--- config.mk ---
export PLATFORM = sky130hd
export DESIGN_NAME = lzbd_ctrl
export DESIGN_NICKNAME = d
export VERILOG_FILES = /design/src/rtl/lz_backref_stream_decompressor_defines.svh /design/src/rtl/lzbd_pkg.sv /design/src/rtl/lzbd_ctrl.sv
export SDC_FILE = /design/constraint.sdc
export NUM_CORES = 1
export LEC_CHECK = 0
export BUFFER_PORTS_ARGS = -buffer_cell sky130_fd_sc_hd__buf_2
export CORE_AREA = 2 2 39 41
export CTS_BUF_LIST = sky130_fd_sc_hd__clkbuf_4
export DETAILED_ROUTE_END_ITERATION = 10
export DIE_AREA = 0 0 41 43
export HOLD_SLACK_MARGIN = 0.08
export PLACE_DENSITY = 0.7
export SLEW_MARGIN = 10
export SYNTH_ARGS = -nofsm -noshare
export SYNTH_HDL_FRONTEND = slang
export SYNTH_SLANG_ARGS = --single-unit
--- constraint.sdc ---
create_clock -name clk -period 2.1 [get_ports clk]
set_clock_uncertainty 0.15 [all_clocks]
set_input_delay 0.105 -clock clk [delete_from_list [all_inputs] [get_ports clk]]
set_output_delay 0.105 -clock clk [all_outputs]
set_load 0.02 [all_outputs]
--- src/rtl/lz_backref_stream_decompressor_defines.svh ---
// ----------------------------------------------------------------------------
// lz_backref_stream_decompressor_defines.svh
// Assertion macros shared by the decompressor RTL.
// ----------------------------------------------------------------------------
`ifndef LZ_BACKREF_STREAM_DECOMPRESSOR_DEFINES_SVH
`define LZ_BACKREF_STREAM_DECOMPRESSOR_DEFINES_SVH

// Same-cycle implication, checked out of reset.
`define LZBD_ASSERT_NOW(label, ante, cons) \
    label: assert property (@(posedge clk) disable iff (!rst_n) (ante) |-> (cons)) \
        else $error("lzbd same-cycle check failed");

// Next-cycle implication, checked out of reset.
`define LZBD_ASSERT_NEXT(label, ante, cons) \
    label: assert property (@(posedge clk) disable iff (!rst_n) (ante) |=> (cons)) \
        else $error("lzbd next-cycle check failed");

`endif

--- src/rtl/lzbd_pkg.sv ---
// ----------------------------------------------------------------------------
// lzbd_pkg
// Shared types and constants of the LZ back-reference decompressor.
// ----------------------------------------------------------------------------
package lzbd_pkg;

    // Tag element kinds (low two bits of a tag byte)
    localparam logic [1:0] TAG_LITERAL = 2'b00;

    // Literal tag values at or above this one announce extension bytes
    localparam logic [5:0] LIT_EXT_MIN  = 6'd60;
    localparam logic [5:0] LIT_EXT_BIAS = 6'd59;

    // Length bias of the short (11-bit offset) copy
    localparam logic [6:0] SHORT_COPY_BIAS = 7'd4;

    // Datapath commands issued by the controller
    typedef struct packed {
        logic busy;        // copy in progress, input held off
        logic tag_load;    // decode tag byte into length and offset fields
        logic ext_load;    // merge one literal length extension byte
        logic lit_pass;    // pass one literal byte out and into history
        logic off_lo;      // capture low offset byte of a long copy
        logic copy_start;  // final offset byte: latch offset and check it
        logic copy_hi;     // final byte is the high offset byte
        logic copy_emit;   // emit one copied byte
        logic clear;       // end of frame: drop history
    } lzbd_cmd_t;

    // Datapath status seen by the controller
    typedef struct packed {
        logic lit_long;    // current tag byte announces extension bytes
        logic lit_last;    // one literal byte left
        logic ext_last;    // one extension byte left
        logic copy_last;   // one copy byte left
        logic out_free;    // output register can take a beat this cycle
    } lzbd_sts_t;

endpackage

--- src/rtl/lzbd_ctrl.sv ---
// ----------------------------------------------------------------------------
// lzbd_ctrl
// Parse phase tracking and copy sequencing for the decompressor.
// ----------------------------------------------------------------------------
module lzbd_ctrl
(
    input  logic               clk,
    input  logic               rst_n,
    input  logic               in_valid,
    output logic               in_ready,
    input  logic [7:0]         data_byte,
    input  logic               end_of_frame,
    input  lzbd_pkg::lzbd_sts_t sts,
    output lzbd_pkg::lzbd_cmd_t cmd
);
    import lzbd_pkg::*;

    localparam logic [2:0] PH_HEADER = 3'd0;
    localparam logic [2:0] PH_TAG    = 3'd1;
    localparam logic [2:0] PH_EXT    = 3'd2;
    localparam logic [2:0] PH_LIT    = 3'd3;
    localparam logic [2:0] PH_OFFS   = 3'd4;
    localparam logic [2:0] PH_OFFLO  = 3'd5;
    localparam logic [2:0] PH_OFFHI  = 3'd6;

    localparam logic [1:0] ST_IDLE = 2'd0;
    localparam logic [1:0] ST_READ = 2'd1;
    localparam logic [1:0] ST_EMIT = 2'd2;

    logic [2:0] phase_reg, phase_next;
    logic [1:0] state_reg, state_next;
    logic       eof_pend_reg, eof_pend_next;
    logic       in_fire;

    always_comb
    begin
        phase_next    = phase_reg;
        state_next    = state_reg;
        eof_pend_next = eof_pend_reg;
        cmd           = '0;
        cmd.busy      = (state_reg != ST_IDLE);
        in_ready      = (state_reg == ST_IDLE) && ((phase_reg != PH_LIT) || sts.out_free);
        in_fire       = in_valid && in_ready;

        case (state_reg)
            ST_IDLE:
            begin
                if (in_fire)
                begin
                    case (phase_reg)
                        PH_HEADER:
                        begin
                            if (!data_byte[7])
                                phase_next = PH_TAG;
                        end
                        PH_TAG:
                        begin
                            cmd.tag_load = 1'b1;
                            if (data_byte[1:0] == TAG_LITERAL)
                                phase_next = sts.lit_long ? PH_EXT : PH_LIT;
                            else if (data_byte[0])
                                phase_next = PH_OFFS;
                            else
                                phase_next = PH_OFFLO;
                        end
                        PH_EXT:
                        begin
                            cmd.ext_load = 1'b1;
                            if (sts.ext_last)
                                phase_next = PH_LIT;
                        end
                        PH_LIT:
                        begin
                            cmd.lit_pass = 1'b1;
                            if (sts.lit_last)
                                phase_next = PH_TAG;
                        end
                        PH_OFFS:
                        begin
                            cmd.copy_start = 1'b1;
                            phase_next     = PH_TAG;
                            state_next     = ST_READ;
                            eof_pend_next  = end_of_frame;
                        end
                        PH_OFFLO:
                        begin
                            cmd.off_lo = 1'b1;
                            phase_next = PH_OFFHI;
                        end
                        PH_OFFHI:
                        begin
                            cmd.copy_start = 1'b1;
                            cmd.copy_hi    = 1'b1;
                            phase_next     = PH_TAG;
                            state_next     = ST_READ;
                            eof_pend_next  = end_of_frame;
                        end
                        default:
                        begin
                            phase_next = PH_HEADER;
                        end
                    endcase
                    // drop a partial element and history at end of frame
                    if (end_of_frame && !cmd.copy_start)
                    begin
                        cmd.clear  = 1'b1;
                        phase_next = PH_HEADER;
                    end
                end
            end
            ST_READ:
            begin
                state_next = ST_EMIT;
            end
            ST_EMIT:
            begin
                if (sts.out_free)
                begin
                    cmd.copy_emit = 1'b1;
                    if (sts.copy_last)
                    begin
                        state_next = ST_IDLE;
                        if (eof_pend_reg)
                        begin
                            cmd.clear     = 1'b1;
                            phase_next    = PH_HEADER;
                            eof_pend_next = 1'b0;
                        end
                    end
                    else
                    begin
                        state_next = ST_READ;
                    end
                end
            end
            default:
            begin
                state_next = ST_IDLE;
            end
        endcase
    end

    always_ff @(posedge clk or negedge rst_n)
    begin
        if (!rst_n)
        begin
            phase_reg    <= PH_HEADER;
            state_reg    <= ST_IDLE;
            eof_pend_reg <= 1'b0;
        end
        else
        begin
            phase_reg    <= phase_next;
            state_reg    <= state_next;
            eof_pend_reg <= eof_pend_next;
        end
    end

endmodule

==> metrics.md <==
| Metric | Value |
|---|---|
| I/O pins | `27` |
| Mapped Area | `515.5 um2` |
| Ys Warns | `0` |
| Clock tree sinks | `6` |
| First-pass GRT wire length | `1987 um` |
| Hold Startpoint | `end_of_frame` |
| Setup crit start kind | `register` |
| Routed len/inst | `12.00 um` |
| Post-route ant nets | `0` |
| Max reg flops | `3` |
| Cell Rows | `14` |
| Fin. Hold Viols | `0` |
| Non-Filler Instances | `105` |
| Final Max Slew Viols | `0` |
| Clock slew at reported path FFs | `0.05 ns` |
| Util after Layout | `49.46%` |
| P_leak | `0.3298 nW` |
| Sw Share | `48.92%` |
| DR pass1 iterations | `4` |
| Routed vias | `570` |
| Status | `completed` |
| Root Buffer | `clkbuf_4` |
| Worst endpoint required time | `1.85 ns` |
| Die H | `43 um` |
| Total power | `0.8556 mW` |
| Detailed-placement wirelength estimate | `988.2 um` |
| Syn Nets | `81` |
| Vias/cell | `5.429` |
| Crit path arrival time | `1.61 ns` |
| Placed Cells | `98` |
| GRT Util Overall | `16.25%` |
| Starting density of the core | `37.25%` |
| Crit path largest cell delay | `0.48 ns` |
| Worst-path cell chain | `or3b_4 > nor2_1 > nand3_1 > o31ai_1 > buf_2` |
| P per Cell Area | `1250 nW/um2` |
| Sequential share of power | `31.9%` |
| Port Buffers | `21` |
| Register area share after synthesis | `29.13%` |
| Num CTS Buffers | `3` |
| FMAX | `0.5349 GHz` |
| Residual DRC | `0` |
| Max IR drop VDD | `575.0 uV` |
| Switch Pwr | `0.4186 mW` |
| Worst hold slack | `0.08681 ns` |
| GPL Wtd Cong | `0.8381` |
| Worst setup path category | `register to output pin` |
| Post-Synthesis Cells | `64` |
| Hold crit path type | `primary input to register` |
| Max Cap Violations | `0` |
| Nets | `108` |
| Yosys reg bits | `6` |
| Clock power frac | `12.2%` |
| Width of the die | `41 um` |
| Largest net degree at the start of global routing | `12` |
| CP startpoint | `state_reg[1]$_DFFE_PN0P_` |
| Ys async rst share | `100.0%` |
| Core box area | `1384 um2` |
| Area growth, synth to finish | `32.77%` |
| Post-Route WL | `1260 um` |
| Avg Inst Size Synth | `8.055 um2` |
| CP Capture Type | `output pin` |
| Clock Path Buffers | `2` |
| Skew-Pair Late Insertion Delay | `0.24 ns` |
| Number of global-route vias before repair | `511` |
| Combinational share of power | `56.0%` |
| Post-layout min period | `1.869 ns` |
| Critical R2R Launch | `state_reg[0]$_DFFE_PN0P_` |
| Gr ovfl total | `0` |
| Slew at the pin closest to its max-slew limit | `0.3504 ns` |
| # setup viols final | `0` |
| 1st-iter DRT viols | `7` |
| Die area | `1763 um2` |
| CP max stage cell | `or3b_4` |
| Max-slew headroom | `76.64%` |
| Internal | `0.4370 mW` |
| Share of cells above drive strength 1 | `34.83%` |
| Fin crit share | `89.02%` |
| Setup tns final | `0 ns` |
| H-tree depth | `1` |
| Setup Fix Bufs, Post-CTS | `0` |
| Post-synth top flop | `dfrtp_1` |
| # diodes | `0` |
| EDFF count, synth | `0` |
| Fill cells | `143` |
| Initial antenna violation count | `0` |
| Worst-path fanout max | `8` |
| Yosys cell types | `30` |
| TritonCTS clock tree | `done` |
| RSZ-0062 raised after global routing | `false` |
[Yosys cell counts (2+ instances only)]
cell / instances / area, um2
nand2b_1: 4 / 25.02
a21oi_1: 2 / 10.01
buf_2: 2 / 10.01
and4bb_2: 2 / 25.02
dfrtp_1: 6 / 150.1
nor2_1: 12 / 45.04
inv_1: 4 / 15.01
nand3_1: 2 / 10.01
nand2_1: 4 / 15.01
o21ai_0: 3 / 15.01
nor3_1: 4 / 20.02
[power groups by stage]
stage / clock [mW] / combinational (mW) / sequential, mW
finish: 0.104 / 0.479 / 0.273
global route: 0.112 / 0.535 / 0.285
CTS: 0.108 / 0.475 / 0.270
detailed placement: 0 / 0.468 / 0.272
global placement: 0 / 0.458 / 0.268
floorplan: 0 / 0.422 / 0.210
[layout by cell type, fill, tap and decap left out, drive strengths merged]
cell type / n
inv: 4
o32ai: 1
or2: 1
nand3: 2
nor2: 12
o21ai: 5
nand2: 4
a22oi: 1
a32o: 1
a211oi: 1
o22a: 1
dfrtp: 6
nand2b: 4
o31ai: 1
a2111oi: 1
a21oi: 2
buf: 21
or3b: 1
mux2i: 1
nand4: 1
nor2b: 1
o211ai: 1
clkbuf: 3
dlygate4sd3: 4
a22o: 1
and2: 1
nor4: 1
nor3: 4
and4bb: 2
[final timing paths]
check	cells past startpoint	end	slack, ns
setup / recovery	5	cmd[0]	0.23
hold / removal	2	eof_pend_reg$_DFFE_PN0P_	0.09
hold reg to reg	1	eof_pend_reg$_DFFE_PN0P_	0.36
setup reg to reg	4	phase_reg[0]$_DFFE_PN0P_	0.38
min in group asynchronous	3	eof_pend_reg$_DFFE_PN0P_	0.65
max in group asynchronous	3	phase_reg[2]$_DFFE_PN0P_	0.93
[metrics by stage]
step / cell area, um2 / setup slack, ns
finish: 684.4 / 0.2306
global route: 684.4 / 0.09485
CTS: 681.9 / 0.1351
detailed placement: 619.3 / 0.3258
global placement: 619.3 / 0.3505
floorplan: 515.5 / 0.2887
[timing repair]
item                                    CTS  global route
endpoints found under the hold margin     8             0
resized for setup                         0             1
endpoints found under the setup margin    0             1
hold buffers                              4             0
[worst max-delay path, delay by kind of cell, from the launching register on]
kind,cells,cell delay [ns]
AND/OR/NAND/NOR,3,0.67
AO/OA/AOI/OAI,1,0.07
buffers and inverters,1,0.20
flip-flops,1,0.44
[layout make-up]
| type | count | area, um2 | share of cell area [%] |
|---|---|---|---|
| clock buffer | 3 | 22.52 | 3.291 |
| inverter | 4 | 15.01 | 2.194 |
| multi-input combinational | 51 | 331.6 | 48.45 |
| sequential | 6 | 150.1 | 21.94 |
| tap | 16 | 20.02 | 2.925 |
| timing repair buffer | 25 | 145.1 | 21.21 |
[logic make-up (layout without fill, tap and decap cells)]
kind of cell    after synthesis  after routing  synth area share (%)
buf+inv                       7             32                 7.038
simple gates                 34             34                 34.95
mux                           1              1                 1.942
flops                         6              6                 29.13
compound gates               16             16                 26.94
[layer usage]
layer  routed length (um)  vias to the layer above  GRT usage, %
met1                  512                      265         19.61
met4                    0                        0             0
met5                    0                        -             0
li1                     -                      284             -
met3                   81                        0         7.853
met2                  666                       21         26.88
Power figures use the tool's default switching activity.
